--- src/rtl/core/b64d_pkg.sv ---
`default_nettype none

package b64d_pkg;

    localparam int COUNT_BITS_DEF = 16;

    localparam logic [15:0] LIMIT_RESET = 16'hFFFF;
    localparam logic [7:0]  PAD_CHAR    = 8'h3D;
    localparam logic [5:0]  SYM_PLUS    = 6'(2 * 26 + 10);
    localparam logic [5:0]  SYM_SLASH   = 6'(2 * 26 + 11);

    localparam logic KIND_DATA    = 1'b0;
    localparam logic KIND_SUMMARY = 1'b1;

    typedef enum logic [1:0] {
        CAUSE_DONE      = 2'd0,
        CAUSE_MALFORMED = 2'd1,
        CAUSE_LIMIT     = 2'd2
    } cause_t;

    // Partial quartet and per-string decode status
    typedef struct packed {
        logic [23:0] bits;
        logic [1:0]  fill;
        logic [2:0]  pads;
        logic        pad_sym;
        logic        stopped;
        cause_t      reason;
    } grp_t;

    // Results caused by one request: up to three bytes, then maybe a summary
    typedef struct packed {
        logic [1:0]      n_bytes;
        logic [2:0][7:0] data;
        logic            summary;
        cause_t          cause;
    } bundle_t;

    // {hit, 6-bit value}
    function automatic logic [6:0] sym_decode(input logic [7:0] c);
        logic [6:0] r;
        r = '0;
        if (c >= 8'h41 && c <= 8'h5A) begin
            r = {1'b1, 6'(c - 8'h41)};
        end else if (c >= 8'h61 && c <= 8'h7A) begin
            r = {1'b1, 6'(c - 8'h61 + 8'd26)};
        end else if (c >= 8'h30 && c <= 8'h39) begin
            r = {1'b1, 6'(c - 8'h30 + 8'd52)};
        end else if (c == 8'h2B) begin
            r = {1'b1, SYM_PLUS};
        end else if (c == 8'h2F) begin
            r = {1'b1, SYM_SLASH};
        end
        return r;
    endfunction

endpackage

`default_nettype wire

--- src/rtl/core/b64d_ifs.sv ---
`default_nettype none

interface b64d_in_if;
    logic       valid;
    logic       ready;
    logic       char_present;
    logic [7:0] in_char;
    logic       end_of_text;

    modport source (output valid, char_present, in_char, end_of_text, input ready);
    modport sink   (input valid, char_present, in_char, end_of_text, output ready);
endinterface

interface b64d_out_if;
    logic        valid;
    logic        ready;
    logic        item_kind;
    logic [7:0]  out_byte;
    logic [15:0] bytes_total;
    logic [1:0]  stop_cause;
    logic        last_result;

    modport source (output valid, item_kind, out_byte, bytes_total, stop_cause,
                    last_result, input ready);
    modport sink   (input valid, item_kind, out_byte, bytes_total, stop_cause,
                    last_result, output ready);
endinterface

interface b64d_cfg_if;
    logic        valid;
    logic        ready;
    logic [15:0] output_limit;

    modport source (output valid, output_limit, input ready);
    modport sink   (input valid, output_limit, output ready);
endinterface

`default_nettype wire

--- src/rtl/core/b64d_step.sv ---
`default_nettype none

module b64d_step
    import b64d_pkg::*;
#(
    parameter int COUNT_BITS = COUNT_BITS_DEF
)
(
    input  grp_t                  grp,
    input  logic [COUNT_BITS-1:0] count,
    input  logic [15:0]           limit,
    input  logic                  char_present,
    input  logic [7:0]            in_char,
    input  logic                  end_of_text,
    output grp_t                  grp_next,
    output logic [COUNT_BITS-1:0] count_next,
    output bundle_t               bundle
);

    localparam int LW = ((COUNT_BITS > 16) ? COUNT_BITS : 16) + 1;
    localparam logic [COUNT_BITS-1:0] CMAX = {COUNT_BITS{1'b1}};

    logic [6:0]  sym;
    logic        is_pad;
    logic        fin;
    logic [23:0] f_bits;
    logic [2:0]  f_pads;
    logic        f_pts;
    logic [1:0]  n;
    logic [LW-1:0] sum;

    assign sym    = sym_decode(in_char);
    assign is_pad = (in_char == PAD_CHAR);
    assign sum    = LW'(count) + LW'(n);
    assign n      = (f_pads >= 3'd3) ? 2'd0 : 2'(3'd3 - f_pads);

    always_comb
    begin
        grp_next   = grp;
        count_next = count;
        bundle     = '0;
        fin        = 1'b0;
        f_bits     = grp.bits;
        f_pads     = grp.pads;
        f_pts      = grp.pad_sym;

        // take one character
        if (char_present && !grp.stopped && (is_pad || sym[6])) begin
            grp_next.bits = {grp.bits[17:0], is_pad ? 6'd0 : sym[5:0]};
            grp_next.pads = is_pad ? grp.pads + 3'd1 : grp.pads;
            grp_next.pad_sym = grp.pad_sym | (!is_pad && grp.pads != 3'd0);
            if (grp.fill == 2'd3) begin
                fin    = 1'b1;
                f_bits = grp_next.bits;
                f_pads = grp_next.pads;
                f_pts  = grp_next.pad_sym;
            end else begin
                grp_next.fill = grp.fill + 2'd1;
            end
        end

        // end of text: pad out a partial quartet
        if (end_of_text && !grp.stopped && !fin && grp_next.fill != 2'd0) begin
            fin    = 1'b1;
            f_pts  = grp_next.pad_sym;
            f_pads = grp_next.pads + 3'(3'd4 - {1'b0, grp_next.fill});
            case (grp_next.fill)
                2'd1:    f_bits = {grp_next.bits[5:0], 18'd0};
                2'd2:    f_bits = {grp_next.bits[11:0], 12'd0};
                default: f_bits = {grp_next.bits[17:0], 6'd0};
            endcase
        end

        if (fin) begin
            grp_next.bits    = '0;
            grp_next.fill    = '0;
            grp_next.pads    = '0;
            grp_next.pad_sym = 1'b0;
            if (f_pts) begin
                grp_next.stopped = 1'b1;
                grp_next.reason  = CAUSE_MALFORMED;
            end else if (sum > LW'(limit) || sum > LW'(CMAX)) begin
                grp_next.stopped = 1'b1;
                grp_next.reason  = CAUSE_LIMIT;
            end else begin
                bundle.n_bytes = n;
                bundle.data[0] = f_bits[23:16];
                bundle.data[1] = f_bits[15:8];
                bundle.data[2] = f_bits[7:0];
                count_next     = count + COUNT_BITS'(n);
                if (n != 2'd3) begin
                    grp_next.stopped = 1'b1;
                    grp_next.reason  = CAUSE_DONE;
                end
            end
        end

        if (end_of_text) begin
            if (!grp_next.stopped) begin
                grp_next.reason = CAUSE_DONE;
            end
            bundle.summary = 1'b1;
            bundle.cause   = grp_next.reason;
            grp_next       = '0;
            count_next     = '0;
        end
    end

endmodule

`default_nettype wire

--- src/rtl/core/base64_stream_decoder_core.sv ---
`default_nettype none
// Latency: a request shows its first result on the cycle after acceptance.
// Throughput: one request per cycle when it yields at most one result and the output is
// ready; a request yielding several results (up to three bytes and a summary) holds the output
// until the single result register has drained them, one item per cycle while the output is ready.
// Reset (rst_n, async, active low) clears decode state and sets output_limit to 65535.

module base64_stream_decoder_core
    import b64d_pkg::*;
#(
    parameter int COUNT_BITS = COUNT_BITS_DEF
)
(
    input  logic       clk,
    input  logic       rst_n,
    b64d_in_if.sink    chars_in,
    b64d_out_if.source items_out,
    b64d_cfg_if.sink   cfg
);

    // Decode state, held across requests
    grp_t                  grp_reg;
    grp_t                  grp_next;
    logic [COUNT_BITS-1:0] count_reg;
    logic [COUNT_BITS-1:0] count_next;
    logic [15:0]           limit_reg;

    // Result register: results of one request, drained one item a cycle while the output is ready
    bundle_t               bundle_reg;
    bundle_t               bundle_next;
    logic [COUNT_BITS-1:0] base_reg;
    logic                  bv_reg;
    logic [1:0]            pos_reg;

    logic                  in_fire;
    logic                  out_fire;
    logic                  has_results;
    logic [2:0]            items_total;
    logic                  pos_last;
    logic                  is_byte;
    logic [1:0]            sel;
    logic [COUNT_BITS-1:0] total;
    logic [7:0]            cur_byte;

    b64d_step #(
        .COUNT_BITS (COUNT_BITS)
    ) u_step (
        .grp          (grp_reg),
        .count        (count_reg),
        .limit        (limit_reg),
        .char_present (chars_in.char_present),
        .in_char      (chars_in.in_char),
        .end_of_text  (chars_in.end_of_text),
        .grp_next     (grp_next),
        .count_next   (count_next),
        .bundle       (bundle_next)
    );

    assign cfg.ready = 1'b1;

    // Drain position within the held results
    assign items_total = {1'b0, bundle_reg.n_bytes} + {2'b00, bundle_reg.summary};
    assign pos_last    = ({1'b0, pos_reg} + 3'd1) == items_total;
    assign is_byte     = pos_reg < bundle_reg.n_bytes;

    // Accept a new request when nothing is held or while the last held item leaves
    assign chars_in.ready = !bv_reg || (items_out.ready && pos_last);
    assign in_fire        = chars_in.valid && chars_in.ready;
    assign out_fire       = items_out.valid && items_out.ready;
    assign has_results    = (bundle_next.n_bytes != 2'd0) || bundle_next.summary;

    always_comb
    begin
        case (pos_reg)
            2'd0:    cur_byte = bundle_reg.data[0];
            2'd1:    cur_byte = bundle_reg.data[1];
            default: cur_byte = bundle_reg.data[2];
        endcase
    end

    // Bytes so far: base plus position plus one for a data byte, base plus all bytes for a summary
    assign sel   = is_byte ? pos_reg + 2'd1 : bundle_reg.n_bytes;
    assign total = base_reg + COUNT_BITS'(sel);

    assign items_out.valid       = bv_reg;
    assign items_out.item_kind   = is_byte ? KIND_DATA : KIND_SUMMARY;
    assign items_out.out_byte    = is_byte ? cur_byte : 8'd0;
    assign items_out.bytes_total = 16'(total);
    assign items_out.stop_cause  = is_byte ? CAUSE_DONE : bundle_reg.cause;
    assign items_out.last_result = !is_byte;

    always_ff @(posedge clk or negedge rst_n)
    begin
        if (!rst_n) begin
            grp_reg   <= '0;
            count_reg <= '0;
            limit_reg <= LIMIT_RESET;
            bv_reg    <= 1'b0;
            pos_reg   <= '0;
        end else begin
            if (cfg.valid) begin
                limit_reg <= cfg.output_limit;
            end
            if (in_fire) begin
                grp_reg   <= grp_next;
                count_reg <= count_next;
            end
            if (in_fire && has_results) begin
                bv_reg  <= 1'b1;
                pos_reg <= '0;
            end else if (out_fire) begin
                if (pos_last) begin
                    bv_reg <= 1'b0;
                end else begin
                    pos_reg <= pos_reg + 2'd1;
                end
            end
        end
    end

    // Payload only
    always_ff @(posedge clk)
    begin
        if (in_fire && has_results) begin
            bundle_reg <= bundle_next;
            base_reg   <= count_reg;
        end
    end

    // No new request while held results remain after this cycle
    a_hold_full: assert property (@(posedge clk) disable iff (!rst_n)
        (bv_reg && !(items_out.ready && pos_last)) |-> !chars_in.ready)
        else $error("request taken while results still held");

    // A summary is always the last held item
    a_summary_last: assert property (@(posedge clk) disable iff (!rst_n)
        (items_out.valid && items_out.item_kind == KIND_SUMMARY) |-> pos_last)
        else $error("summary not last of its group");

    // Within one group, byte totals step by one and a summary repeats the last total
    a_total_step: assert property (@(posedge clk) disable iff (!rst_n)
        (out_fire && items_out.item_kind == KIND_DATA && !pos_last) |=>
        (items_out.valid &&
         ((items_out.item_kind == KIND_SUMMARY &&
           items_out.bytes_total == $past(items_out.bytes_total)) ||
          (items_out.item_kind == KIND_DATA &&
           items_out.bytes_total == $past(items_out.bytes_total) + 16'd1))))
        else $error("byte total out of step");

    // A quartet never holds more than three pads
    a_pads_bound: assert property (@(posedge clk) disable iff (!rst_n)
        grp_reg.pads <= 3'd3)
        else $error("pad count overrun");

endmodule

`default_nettype wire
--- src/flat_wrapper.sv ---
// flat-port wrapper written by rule: the top's interface ports become plain ports
module base64_stream_decoder_core_flat import b64d_pkg::*;
#(
    parameter int COUNT_BITS = COUNT_BITS_DEF
)
  (clk, rst_n, chars_in_valid, chars_in_char_present, chars_in_in_char, chars_in_end_of_text, chars_in_ready, items_out_valid, items_out_item_kind, items_out_out_byte, items_out_bytes_total, items_out_stop_cause, items_out_last_result, items_out_ready, cfg_valid, cfg_output_limit, cfg_ready);
  b64d_in_if chars_in_i ();
  b64d_out_if items_out_i ();
  b64d_cfg_if cfg_i ();
  input  logic clk;
  input  logic rst_n;
  input wire logic [$bits(chars_in_i.valid)-1:0] chars_in_valid;
  input wire logic [$bits(chars_in_i.char_present)-1:0] chars_in_char_present;
  input wire logic [$bits(chars_in_i.in_char)-1:0] chars_in_in_char;
  input wire logic [$bits(chars_in_i.end_of_text)-1:0] chars_in_end_of_text;
  output wire logic [$bits(chars_in_i.ready)-1:0] chars_in_ready;
  output wire logic [$bits(items_out_i.valid)-1:0] items_out_valid;
  output wire logic [$bits(items_out_i.item_kind)-1:0] items_out_item_kind;
  output wire logic [$bits(items_out_i.out_byte)-1:0] items_out_out_byte;
  output wire logic [$bits(items_out_i.bytes_total)-1:0] items_out_bytes_total;
  output wire logic [$bits(items_out_i.stop_cause)-1:0] items_out_stop_cause;
  output wire logic [$bits(items_out_i.last_result)-1:0] items_out_last_result;
  input wire logic [$bits(items_out_i.ready)-1:0] items_out_ready;
  input wire logic [$bits(cfg_i.valid)-1:0] cfg_valid;
  input wire logic [$bits(cfg_i.output_limit)-1:0] cfg_output_limit;
  output wire logic [$bits(cfg_i.ready)-1:0] cfg_ready;
  assign chars_in_i.valid = chars_in_valid;
  assign chars_in_i.char_present = chars_in_char_present;
  assign chars_in_i.in_char = chars_in_in_char;
  assign chars_in_i.end_of_text = chars_in_end_of_text;
  assign chars_in_ready = chars_in_i.ready;
  assign items_out_valid = items_out_i.valid;
  assign items_out_item_kind = items_out_i.item_kind;
  assign items_out_out_byte = items_out_i.out_byte;
  assign items_out_bytes_total = items_out_i.bytes_total;
  assign items_out_stop_cause = items_out_i.stop_cause;
  assign items_out_last_result = items_out_i.last_result;
  assign items_out_i.ready = items_out_ready;
  assign cfg_i.valid = cfg_valid;
  assign cfg_i.output_limit = cfg_output_limit;
  assign cfg_ready = cfg_i.ready;
  base64_stream_decoder_core #(.COUNT_BITS(COUNT_BITS)) u_core (.clk(clk), .rst_n(rst_n), .chars_in(chars_in_i), .items_out(items_out_i), .cfg(cfg_i));
endmodule
--- config.mk ---
export PLATFORM = sky130hd
export DESIGN_NAME = base64_stream_decoder_core_flat
export DESIGN_NICKNAME = d
export VERILOG_FILES = /design/src/rtl/core/b64d_pkg.sv /design/src/rtl/core/b64d_ifs.sv /design/src/rtl/core/b64d_step.sv /design/src/rtl/core/base64_stream_decoder_core.sv /design/src/flat_wrapper.sv
export SDC_FILE = /design/constraint.sdc
export NUM_CORES = 1
export LEC_CHECK = 0
export ABC_AREA = 0
export ABC_CLOCK_PERIOD_IN_PS = 9900
export BUFFER_PORTS_ARGS = -buffer_cell sky130_fd_sc_hd__buf_4
export CAP_MARGIN = 40
export CORE_MARGIN = 2
export CORE_UTILIZATION = 45
export DETAILED_ROUTE_END_ITERATION = 8
export MAX_ROUTING_LAYER = met4
export SLEW_MARGIN = 20
export SYNTH_ARGS = -nofsm -noshare
export SYNTH_HDL_FRONTEND = slang
export SYNTH_SLANG_ARGS = --single-unit
--- constraint.sdc ---
create_clock -name clk -period 9.9 [get_ports clk]
set_input_delay 1.485 -clock clk [delete_from_list [all_inputs] [get_ports clk]]
set_output_delay 1.485 -clock clk [all_outputs]
set_load 0.01 [all_outputs]
==> results by group <==
Status
  – Status: completed

Die
  – Die Area: 17700 um2
  – IO Pins: 62
  – Die width: 133 um
  – Die Span Y: 133 um
  – Effective utilization at floorplan: 45.7%
  – # rows: 47
  – Area of the core: 16400 um2

Route
  – Drt drc: 0
  – Final WL: 19.8 mm
  – Via count: 6424
  – Routed vias/inst: 5.91
  – Routed length per instance: 18.3 um
  – Post-DRT Antenna Nets: 0
  – DRT Pass-1 Iters: 5
  – DR iter-0 viols: 533

Placed design
  – IO Port Bufs: 60
  – Post-Place Setup Slack: 535 ps
  – GP Congestion: 0.905
  – DP HPWL: 14.5 mm

Clocking
  – CTS H-tree depth: 3
  – Clock root buffer: clkbuf_16
  – Skew-Pair Late Insertion Delay: 360 ps
  – Post-CTS setup buffers: 0
  – CTS clk-pin slew, worst paths: 80 ps
  – Cts hold-fix bufs: 0
  – CTS tree: yes
  – PostCTS Resize Cnt: 0
  – Clock Tree Buf Depth: 2
  – CTS Buf Count: 9
  – Clk sinks: 109

Logic synthesis
  – #FFs+latches synth: 109
  – Count of different cell masters after synthesis: 87
  – Net Count, Synth: 904
  – Ys flop type: dfrtp_1
  – Post-synthesis sequential area ratio: 39.6%
  – Cells after Synth: 831
  – Synth warnings: 0
  – Ys async rst share: 58.7%
  – Post-synth EDFFs: 45
  – Largest cells by area after synthesis: edfxtp_1 (18%), dfrtp_1 (16%), ha_1 (6.8%)
  – Avg Cell Area, Syn: 9.02 um2
  – Post-synth top area cell: edfxtp_1
  – Synth top area share: 18.0%
  – Cell Area, Synth: 7500 um2

Timing
  – Setup TNS: 0 ps
  – RSZ-0062 raised after global routing: no
  – Final setup vio count: 0
  – Final period utilization: 91.5%
  – Fin worst setup slack: 838 ps
  – FMAX: 0.110 GHz
  – Slew HR: 46.7%
  – Crit path time final: 9060 ps
  – Worst clock skew: 10.5 ps
  – Hold Fails Final Rpt: 0
  – Worst-margin pin slew: 792 ps
  – Final-report max-slew violation count: 0

Final layout
  – Fill cells: 1526
  – Share of cells above drive strength 1: 14.2%
  – Final nets: 935
  – Area grow syn2layout: 11.6%
  – # diodes: 0

Setup path
  – Arr. time, crit path: 9300 ps
  – Critical path's largest stage delay: 470 ps
  – Crit path required time: 10140 ps
  – Slowest cell on the critical path: o21a_1
  – Startpoint Class: input port
  – Worst Setup End Kind: flip-flop
  – Kind of critical path: in -> reg
  – Most Frequent Cell on Critical Path: ha_1
  – CP Max Fanout: 28

Run
  – Maxcap violations: 0

Pwr
  – Pwr/cell area: 236 nW/um2
  – PnR Total Power: 1.98 mW
  – Peak VDD IR: 155 uV
  – LEAKAGE: 3.37 nW

Worst hold path
  – Worst Hold Class: reg -> reg

GRT
  – Total grt overflow: 0
  – Initial antenna violation count: 0
  – First-pass GRT wire length: 32.2 mm
  – Gr usage total: 23.6%
  – Vias in the first global route: 5974
  – Largest net degree at the start of global routing: 48
## cells in the mapped netlist, drive strengths merged (7+ instances only)
library cell,instances
nand2,117
o21ai,57
nor2,56
dfrtp,48
edfxtp,45
inv,42
ha,41
a21oi,37
nand3,33
nor3,33
clkbuf,29
xnor2,27
buf,17
a22o,16
dfstp,16
a22oi,15
xor2,15
a31oi,13
nor2b,13
mux2i,12
a21o,11
o211ai,11
nand4,10
o21a,9
a211oi,8
and2,8
a221oi,7
nand2b,7
## critical path, delay by kind of cell
kind            cells  cell delay (ps)
compound gates     14             3740
simple gates        9             1760
fa+ha+maj           5             1290
xor+xnor            4              700
buf+inv             3              290
## routing by layer
layer  global-route usage [%]  vias up  share of wire, %
met3                     3.52       25               6.2
met4                     7.35        0               1.8
li1                         -     3096                 -
met5                        -        -                 0
met1                     34.3     3070                49
met2                     34.1      233                43
## power breakdown
part	switching [mW]	total, mW	internal, mW
clock network	0.178	0.352	0.175
logic	0.592	0.966	0.374
registers	0.0811	0.661	0.580
## area by class of cell
| class | instances | area (um2) | area share, % |
|---|---|---|---|
| multi-input cells | 633 | 4150 | 49.6 |
| clock buffers | 9 | 225 | 2.69 |
| inverters | 43 | 161 | 1.93 |
| flip-flops and latches | 109 | 2970 | 35.5 |
| well taps | 220 | 275 | 3.29 |
| clock inverters | 7 | 55.1 | 0.658 |
| repair buffers | 66 | 528 | 6.31 |
## path summary, 6_finish.rpt
kind	start	to	slack, ps	depth (start not counted)
worst max-delay path	chars_in_in_char[2]	u_core.count_reg[6]	840	35
worst min-delay path	u_core.limit_reg[15]	u_core.limit_reg[15]	520	2
worst max register to register	u_core.grp_reg[2]	u_core.count_reg[6]	2160	31
worst min register to register	u_core.limit_reg[15]	u_core.limit_reg[15]	520	2
max in group asynchronous	rst_n	u_core.limit_reg[5]	8280	2
min in group asynchronous	rst_n	u_core.grp_reg[16]	1030	1
## layout by cell type (no fill, tap or decap), types with 4 or more instances in the layout
| cell type | n |
|---|---|
| nand2_1 | 115 |
| buf_4 | 64 |
| o21ai_0 | 54 |
| nor2_1 | 50 |
| dfrtp_1 | 48 |
| edfxtp_1 | 45 |
| inv_1 | 41 |
| ha_1 | 41 |
| a21oi_1 | 35 |
| nand3_1 | 33 |
| nor3_1 | 30 |
| xnor2_1 | 27 |
| a22o_1 | 16 |
| dfstp_2 | 16 |
| xor2_1 | 15 |
| a22oi_1 | 15 |
| nor2b_1 | 13 |
| a31oi_1 | 12 |
| mux2i_1 | 12 |
| a21o_1 | 11 |
| o211ai_1 | 11 |
| nand4_1 | 10 |
| o21a_1 | 9 |
| clkbuf_16 | 9 |
| a211oi_1 | 8 |
| and2_1 | 7 |
| a221oi_1 | 7 |
| nand2b_1 | 6 |
| and3_1 | 6 |
| a221o_1 | 6 |
| nor2_2 | 5 |
| a41oi_1 | 5 |
| o22ai_1 | 5 |
| o31ai_1 | 4 |
## cell families after synthesis
| family | share of synthesized area, % |
|---|---|
| buf+inv | 5.12 |
| mux | 1.90 |
| flops | 39.6 |
| xor+xnor | 4.91 |
| fa+ha+maj | 7.11 |
| other cells | 0.0500 |
| simple gates | 19.6 |
| compound gates | 21.7 |
## metrics by stage
step	cells	cell area (um2)	util, %	hold WS [ps]
after floorplan	831	7500	-	423
after global placement	1069	8050	49.1	490
after detailed placement	1071	8090	49.3	489
after CTS	1087	8370	51.0	510
after global routing	1087	8370	51.0	538
final	1087	8370	51.0	517
No activity file was read; power rests on OpenSTA's default activity.
